`src/hdl/assert_macros.svh`:
```
// Assertion helpers shared by the RTL. Each use sits on a line of its own.
`ifndef ASSERT_MACROS_SVH
`define ASSERT_MACROS_SVH

// Check a condition at every clock edge outside reset.
`define SUDC_ASSERT_ALWAYS(lbl, clk, rst, cond, msg) \
  lbl: assert property (@(posedge clk) disable iff (rst) (cond)) else $error(msg);

// Check that a consequent holds in the cycle after an antecedent, reset included.
`define SUDC_ASSERT_NEXT(lbl, clk, ante, cons, msg) \
  lbl: assert property (@(posedge clk) (ante) |=> (cons)) else $error(msg);

`endif

```
`src/hdl/sudc_pkg.sv`:
```
// ----------------------------------------------------------------------------
// sudc_pkg
// Shared constants and types of the SMS user data codec.
// ----------------------------------------------------------------------------
`default_nettype none

package sudc_pkg;

  // Depth of the result queue between front and back, in items
  localparam int QUEUE_DEPTH = 4;

  // Mode register codes
  localparam logic [1:0] MODE_PACK   = 2'd0;
  localparam logic [1:0] MODE_UNPACK = 2'd1;
  localparam logic [1:0] MODE_ENC    = 2'd2;
  localparam logic [1:0] MODE_DEC    = 2'd3;

  localparam logic [6:0] CHAR_MASK = 7'h7F;

  // One queued item: one or two result bytes, plus the end-of-message mark
  typedef struct packed {
    logic       two;
    logic [7:0] first_data;
    logic [7:0] second_data;
    logic       last;
  } entry_t;

endpackage

`default_nettype wire

```
`src/hdl/sudc_front.sv`:
```
// ----------------------------------------------------------------------------
// sudc_front
// Accepts input words, holds the stream state and mode, and turns each word
// into a queue entry of zero, one or two result bytes.
// ----------------------------------------------------------------------------
`default_nettype none

module sudc_front (
  input  wire logic               clk,
  input  wire logic               rst,
  input  wire logic               cfg_valid,
  output logic                    cfg_ready,
  input  wire logic [1:0]         cfg_mode,
  input  wire logic               in_valid,
  output logic                    in_stall,
  input  wire logic [7:0]         data_in,
  input  wire logic               last_in,
  output logic                    push_valid,
  output sudc_pkg::entry_t        push_entry,
  input  wire logic               push_ready
);

  logic [1:0]  mode;
  logic [6:0]  carry_bits;
  logic [2:0]  bit_offset;
  logic        pair_phase;
  logic        high_was_zero;

  logic [6:0]  carry_bits_next;
  logic [2:0]  bit_offset_next;
  logic        pair_phase_next;
  logic        high_was_zero_next;

  logic        accept;
  logic [14:0] shift_in;
  logic [14:0] acc;
  logic [1:0]  res_cnt;
  logic [7:0]  res0;
  logic [7:0]  res1;

  assign cfg_ready = 1'b1;
  assign in_stall  = !push_ready;
  assign accept    = in_valid && push_ready;

  // Merge the new byte above the held bits
  assign shift_in = (mode == sudc_pkg::MODE_PACK) ?
                    {8'd0, data_in[6:0] & sudc_pkg::CHAR_MASK} : {7'd0, data_in};
  assign acc      = {8'd0, carry_bits} | (shift_in << bit_offset);

  // Classify the word and form its results
  always_comb begin
    res_cnt            = 2'd0;
    res0               = 8'd0;
    res1               = 8'd0;
    carry_bits_next    = carry_bits;
    bit_offset_next    = bit_offset;
    pair_phase_next    = pair_phase;
    high_was_zero_next = high_was_zero;
    case (mode)
      sudc_pkg::MODE_PACK: begin
        if (bit_offset != 3'd0) begin
          res0            = acc[7:0];
          res_cnt         = 2'd1;
          carry_bits_next = acc[14:8];
          bit_offset_next = bit_offset - 3'd1;
        end else begin
          carry_bits_next = acc[6:0];
          bit_offset_next = 3'd7;
        end
        // flush leftover bits on the final character
        if (last_in && bit_offset_next != 3'd0) begin
          if (bit_offset != 3'd0) begin
            res1 = {1'b0, carry_bits_next};
          end else begin
            res0 = {1'b0, carry_bits_next};
          end
          res_cnt = res_cnt + 2'd1;
        end
      end
      sudc_pkg::MODE_UNPACK: begin
        res0    = {1'b0, acc[6:0]};
        res_cnt = 2'd1;
        if (bit_offset >= 3'd6) begin
          res1            = {1'b0, acc[13:7]};
          res_cnt         = 2'd2;
          carry_bits_next = 7'd0;
          bit_offset_next = 3'd0;
        end else begin
          carry_bits_next = acc[13:7];
          bit_offset_next = bit_offset + 3'd1;
        end
      end
      sudc_pkg::MODE_ENC: begin
        res0    = 8'd0;
        res1    = data_in;
        res_cnt = 2'd2;
      end
      default: begin
        if (!pair_phase) begin
          high_was_zero_next = (data_in == 8'd0);
          pair_phase_next    = 1'b1;
        end else begin
          if (high_was_zero) begin
            res0    = data_in;
            res_cnt = 2'd1;
          end
          pair_phase_next    = 1'b0;
          high_was_zero_next = 1'b0;
        end
      end
    endcase
  end

  // Hand the results to the queue
  assign push_valid             = accept && (res_cnt != 2'd0);
  assign push_entry.two         = res_cnt[1];
  assign push_entry.first_data  = res0;
  assign push_entry.second_data = res1;
  assign push_entry.last        = last_in;

  // Hold mode and stream state; clear on mode write and message end
  always_ff @(posedge clk) begin
    if (rst) begin
      mode          <= sudc_pkg::MODE_PACK;
      carry_bits    <= 7'd0;
      bit_offset    <= 3'd0;
      pair_phase    <= 1'b0;
      high_was_zero <= 1'b0;
    end else if (cfg_valid && cfg_ready) begin
      mode          <= cfg_mode;
      carry_bits    <= 7'd0;
      bit_offset    <= 3'd0;
      pair_phase    <= 1'b0;
      high_was_zero <= 1'b0;
    end else if (accept) begin
      if (last_in) begin
        carry_bits    <= 7'd0;
        bit_offset    <= 3'd0;
        pair_phase    <= 1'b0;
        high_was_zero <= 1'b0;
      end else begin
        carry_bits    <= carry_bits_next;
        bit_offset    <= bit_offset_next;
        pair_phase    <= pair_phase_next;
        high_was_zero <= high_was_zero_next;
      end
    end
  end

endmodule

`default_nettype wire

```
`src/hdl/sudc_back.sv`:
```
// ----------------------------------------------------------------------------
// sudc_back
// Queues result entries and sends them out one byte per word, first byte
// then second byte of a two-byte entry.
// ----------------------------------------------------------------------------
`default_nettype none

module sudc_back #(
  parameter int DEPTH = sudc_pkg::QUEUE_DEPTH
) (
  input  wire logic              clk,
  input  wire logic              rst,
  input  wire logic              push_valid,
  input  wire sudc_pkg::entry_t  push_entry,
  output logic                   push_ready,
  output logic                   out_valid,
  input  wire logic              out_stall,
  output logic [7:0]             data_out,
  output logic                   last_out
);

  localparam int PTR_W = (DEPTH > 1) ? $clog2(DEPTH) : 1;
  localparam int CNT_W = $clog2(DEPTH + 1);

  sudc_pkg::entry_t  store [DEPTH];
  logic [PTR_W-1:0]  wr_ptr;
  logic [PTR_W-1:0]  rd_ptr;
  logic [CNT_W-1:0]  count;
  logic              half;

  sudc_pkg::entry_t  head;
  logic              tail_byte;
  logic              pop;
  logic              push;

  assign head       = store[rd_ptr];
  assign push_ready = (count != CNT_W'(DEPTH));
  assign push       = push_valid && push_ready;
  assign out_valid  = (count != '0);
  assign tail_byte  = half || !head.two;
  assign pop        = out_valid && !out_stall && tail_byte;
  assign data_out   = half ? head.second_data : head.first_data;
  assign last_out   = head.last && tail_byte;

  // Write the entry store
  always_ff @(posedge clk) begin
    if (push) begin
      store[wr_ptr] <= push_entry;
    end
  end

  // Advance pointers, count and byte select
  always_ff @(posedge clk) begin
    if (rst) begin
      wr_ptr <= '0;
      rd_ptr <= '0;
      count  <= '0;
      half   <= 1'b0;
    end else begin
      if (push) begin
        wr_ptr <= (wr_ptr == PTR_W'(DEPTH - 1)) ? '0 : wr_ptr + PTR_W'(1);
      end
      if (pop) begin
        rd_ptr <= (rd_ptr == PTR_W'(DEPTH - 1)) ? '0 : rd_ptr + PTR_W'(1);
      end
      if (push && !pop) begin
        count <= count + CNT_W'(1);
      end else if (pop && !push) begin
        count <= count - CNT_W'(1);
      end
      if (out_valid && !out_stall) begin
        half <= !pop;
      end
    end
  end

endmodule

`default_nettype wire

```
`src/hdl/sms_user_data_codec_top.sv`:
```
// ----------------------------------------------------------------------------
// sms_user_data_codec_top
// SMS user data codec: septet pack/unpack and UCS2 encode/filter-decode.
// ----------------------------------------------------------------------------
// A byte word is accepted in every cycle while the result queue has room, and
// its results are queued behind older entries. The output moves one byte per
// cycle while not stalled, so a word that gives one result sustains one word
// per cycle, and a word that gives two (UCS2 encode, every seventh unpacked
// octet, a pack flush beside a full octet) holds the output for both bytes;
// the queue of QUEUE_DEPTH entries absorbs such bursts before the input stalls.
// The mode register has its own, always ready port; writes clear stream state.
`default_nettype none

`include "assert_macros.svh"

module sms_user_data_codec_top #(
  parameter int QUEUE_DEPTH = sudc_pkg::QUEUE_DEPTH
) (
  input  wire logic       clk,
  input  wire logic       rst,
  input  wire logic       cfg_valid,
  output logic            cfg_ready,
  input  wire logic [1:0] mode,
  input  wire logic       in_valid,
  output logic            in_stall,
  input  wire logic [7:0] data_in,
  input  wire logic       last_in,
  output logic            out_valid,
  input  wire logic       out_stall,
  output logic [7:0]      data_out,
  output logic            last_out
);

  logic              push_valid;
  logic              push_ready;
  logic              push_fire;
  sudc_pkg::entry_t  push_entry;

  assign push_fire = push_valid && push_ready;

  // Classify words and update stream state
  sudc_front u_front (
    .clk        (clk),
    .rst        (rst),
    .cfg_valid  (cfg_valid),
    .cfg_ready  (cfg_ready),
    .cfg_mode   (mode),
    .in_valid   (in_valid),
    .in_stall   (in_stall),
    .data_in    (data_in),
    .last_in    (last_in),
    .push_valid (push_valid),
    .push_entry (push_entry),
    .push_ready (push_ready)
  );

  // Queue and serialize results
  sudc_back #(
    .DEPTH (QUEUE_DEPTH)
  ) u_back (
    .clk        (clk),
    .rst        (rst),
    .push_valid (push_valid),
    .push_entry (push_entry),
    .push_ready (push_ready),
    .out_valid  (out_valid),
    .out_stall  (out_stall),
    .data_out   (data_out),
    .last_out   (last_out)
  );

  // A full queue must have something to send
  `SUDC_ASSERT_ALWAYS(a_stall_has_output, clk, rst, !in_stall || out_valid, "stall while empty")
  // Reset empties the queue
  `SUDC_ASSERT_NEXT(a_reset_empties, clk, rst, !out_valid, "output valid after reset")
  // After an accepted word with results, the output is valid in the next cycle
  `SUDC_ASSERT_NEXT(a_push_visible, clk, !rst && push_fire, out_valid, "pushed word not visible")

endmodule

`default_nettype wire

```
`config.mk`:
```
export PLATFORM = sky130hd
export DESIGN_NAME = sms_user_data_codec_top
export DESIGN_NICKNAME = d
export VERILOG_FILES = /design/src/hdl/sudc_pkg.sv /design/src/hdl/sudc_front.sv /design/src/hdl/sudc_back.sv /design/src/hdl/sms_user_data_codec_top.sv
export VERILOG_INCLUDE_DIRS = /design/src /design/src/hdl
export SDC_FILE = /design/constraint.sdc
export NUM_CORES = 1
export LEC_CHECK = 0
export CORE_MARGIN = 2
export CORE_UTILIZATION = 63
export CTS_CLUSTER_DIAMETER = 50
export DETAILED_ROUTE_END_ITERATION = 16
export DONT_BUFFER_PORTS = 1
export PLACE_DENSITY = 0.79
export SYNTH_ARGS = -nofsm -noshare
export SYNTH_HDL_FRONTEND = slang
export SYNTH_SLANG_ARGS = --single-unit
```
`constraint.sdc`:
```
create_clock -name clk -period 4.6 [get_ports clk]
set_input_delay 0.92 -clock clk [delete_from_list [all_inputs] [get_ports clk]]
set_output_delay 0.92 -clock clk [all_outputs]
set_load 0.01 [all_outputs]
```
==> metrics <==
status complete, no violations; pin count of the biggest net entering global routing 28; Switching Fraction 29.1%; post-DP HPWL roughly 7 mm; setup bufs post-CTS 0; Crit Path Class register to register; Post-Syn Area per Cell 12.7 sq um; crit path DAT ~3800 ps; final worst slack around 1100 ps; FFs w/ async S/R, synth 0%; crit-path cells and2_0, o21ai_0, and2_1, ha_1, nor2_1, a21oi_1, o21a_1, ha_1, inv_1, fa_1, xor2_1, or3_1, a21oi_1; setup TNS 0 ps; Clk Latency, worst-skew pair approximately 350 ps; Synth area leaders edfxtp_1 45%, dfxtp_1 10%, mux4_2 7.1%; Clk pwr share approximately a quarter; Max Cap Viol 0; WL final 9.95 mm; final setup violation count 0; Post-Syn Area approximately 0.0048 sq mm; Slew HR between 30% and 40%; Reg power frac a little over half; Initial Utilization between 60% and 70%; vias in the first global route between 3000 and 4000; pre-CTS setup slack approximately 1200 ps; global-route wire length before repair 16.1 mm; Lkg Pwr approximately 1.7 nW; RSZ-0062 raised after global routing no; drt wl/cell 20.9 um; part of the power in combinational logic 23.3%; Core Region roughly 0.0073 sq mm; I/O pins 28; H-tree depth 3; Sw Pwr 0.594 mW; ant diodes 0; placed inst area ~0.0048 sq mm; CTS buffer count 9; Die H slightly above 90 um; Final #Nets 400; antenna violations before repair 0; TritonCTS sink count 96; Post-Syn Instances 375; highest-delay cell along the critical path dfxtp_1; layout cells sized above 1 13.8%; post-route ant nets 0; Slew @ Worst Pin just under 1000 ps; post-synth top area share between 40% and 50%; syn_nets between 400 and 500; Post-CTS Hold Fix Bufs 0; clock transition at the registers of the reported paths roughly 90 ps; Setup crit end kind register; Synthesis Warnings 0; num rows 31; Via Count roughly 3100; final RePlAce weighted congestion 0.946; drt via density 6.44; Worst Skew 9.38 ps; Yosys cell types 55; EDFF count, synth between 70 and 80; CTS Root Cell clkbuf_8; Die W just over 90 um; Worst Path Max Fanout 27; Pre-antenna DRT Iters 5; P per Cell Area a little over 400 mW/mm^2; Setup crit start kind register; Yosys top cell by area edfxtp_1; Int Pwr about 1.4 mW; total congestion overflow 0; flop and latch count out of synthesis 96; Initial DRC Count around 240; Worst EP required between 4000 and 5000 ps; maximum vdd drop ~0.20 mV; GR Util All Layers approximately a quarter; cell area after layout approximately 0.005 sq mm; f_max 0.287 GHz; max-slew violations 0; drt drc 0; Layout area overhead 4.90%; sequential fraction of the synthesis area a little under three fifths; # resized after CTS 0; hold_ws just over 500 ps; max incr delay on CP about 860 ps; fin util 68.7%; die area roughly 0.0083 sq mm; HP Class register to register; Post-synth top flop edfxtp_1; port bufs 0; Tcrit/Tclk final 75.6%; fin crit period 3480 ps; Hold Fails Final Rpt 0; Clock Path Buffers 2; CTS tree yes
[critical path, delay by kind of cell, from the launching register on]
kind,cells,cell delay [ps]
flops,1,860
fa+ha+maj,3,860
simple gates,4,750
compound gates,4,710
xor+xnor,1,170
buf+inv,1,60
[placed cells by master, fill, tap and decap left out, types with 2 or more instances in the layout]
| cell type | synthesis | layout |
|---|---|---|
| edfxtp_1 | 72 | 72 |
| nor2_1 | 33 | 33 |
| nand2_1 | 29 | 29 |
| dfxtp_1 | 24 | 24 |
| o21ai_0 | 22 | 22 |
| mux4_2 | 15 | 15 |
| a21oi_1 | 14 | 14 |
| mux2i_1 | 14 | 14 |
| ha_1 | 12 | 12 |
| and2_1 | 9 | 9 |
| inv_1 | 9 | 9 |
| mux2_2 | 9 | 9 |
| clkbuf_8 | 0 | 9 |
| a22oi_1 | 7 | 7 |
| buf_4 | 1 | 7 |
| nor2b_1 | 6 | 6 |
| o21a_1 | 6 | 6 |
| nand3_1 | 6 | 6 |
| mux4_1 | 6 | 6 |
| nor4_1 | 6 | 6 |
| nor3_1 | 4 | 4 |
| nand2b_1 | 4 | 4 |
| a31oi_1 | 3 | 3 |
| or3_1 | 3 | 3 |
| xor2_1 | 3 | 3 |
| clkinvlp_4 | 0 | 3 |
| and3_1 | 2 | 2 |
| nand3b_1 | 2 | 2 |
| nor3b_1 | 2 | 2 |
| a22o_1 | 2 | 2 |
| o21ai_1 | 2 | 2 |
| o22ai_1 | 2 | 2 |
| o211ai_1 | 2 | 2 |
| a221o_1 | 2 | 2 |
| o221ai_1 | 2 | 2 |
| or2_2 | 2 | 2 |
[metal layers]
| layer | wire [um] | part of all wire [%] | vias to the layer above | GRT usage [%] |
|---|---|---|---|---|
| li1 | - | - | 1408 | - |
| met1 | 4100 | 41 | 1485 | 33.8 |
| met2 | 4840 | 49 | 142 | 41.8 |
| met3 | 684 | 6.9 | 25 | 4.81 |
| met4 | 330 | 3.3 | 0 | 10.4 |
| met5 | 0 | 0 | - | 0 |
[sequential cells by signal, summed over array words and instances (netlist names), named ones only]
register	cells
u_front.pair_phase	1
u_back.store	72
u_front.bit_offset	3
u_back.half	1
u_front.carry_bits	7
u_back.rd_ptr	2
u_front.high_was_zero	1
u_back.wr_ptr	2
u_back.count	3
u_front.mode	2
[synth_stat cells (9+ instances only)]
| master | count |
|---|---|
| edfxtp_1 | 72 |
| nor2_1 | 33 |
| nand2_1 | 29 |
| dfxtp_1 | 24 |
| o21ai_0 | 22 |
| mux4_2 | 15 |
| a21oi_1 | 14 |
| mux2i_1 | 14 |
| ha_1 | 12 |
| buf_2 | 10 |
| and2_1 | 9 |
| inv_1 | 9 |
| mux2_2 | 9 |
[cells by family after synthesis]
group | synth area share (%)
simple gates | 12.3
fa+ha+maj | 3.56
compound gates | 9.57
xor+xnor | 0.551
mux | 15.4
buf+inv | 3.09
other cells | 0.0786
flops | 55.4
[per-stage QoR]
stage | instances | power (mW)
global placement | 459 | 1.56
finish | 475 | 2.04
global route | 475 | 2.14
floorplan | 375 | 1.48
detailed placement | 459 | 1.58
CTS | 475 | 2.05
[power by group through the flow]
stage               Combinational, mW  Sequential [mW]  Clock (mW)
floorplan                       0.420             1.06           0
global placement                0.462             1.10           0
detailed placement              0.474             1.11           0
CTS                             0.477             1.09       0.490
global route                    0.522             1.10       0.525
finish                          0.474             1.09       0.477
[cell type report]
class                   count  area (sq um)
flip-flops and latches     96          2640
fillers                   557          2280
multi-input cells         248          1980
clock buffers              10           128
well taps                  99           124
repair buffers              7          52.6
clock inverters             6          43.8
inverters                   9          33.8
[path summary, 6_finish.rpt]
kind | startpoint | end | slack, ps | cells after the start
worst max-delay path | u_front.bit_offset[2] | u_back.count[2] | 1120 | 13
worst min-delay path | u_back.count[2] | u_back.count[2] | 500 | 2
worst max register to register | u_front.bit_offset[2] | u_back.count[2] | 1120 | 13
worst min register to register | u_back.count[2] | u_back.count[2] | 500 | 2
Note: power is estimated with default switching activity, not from simulation.
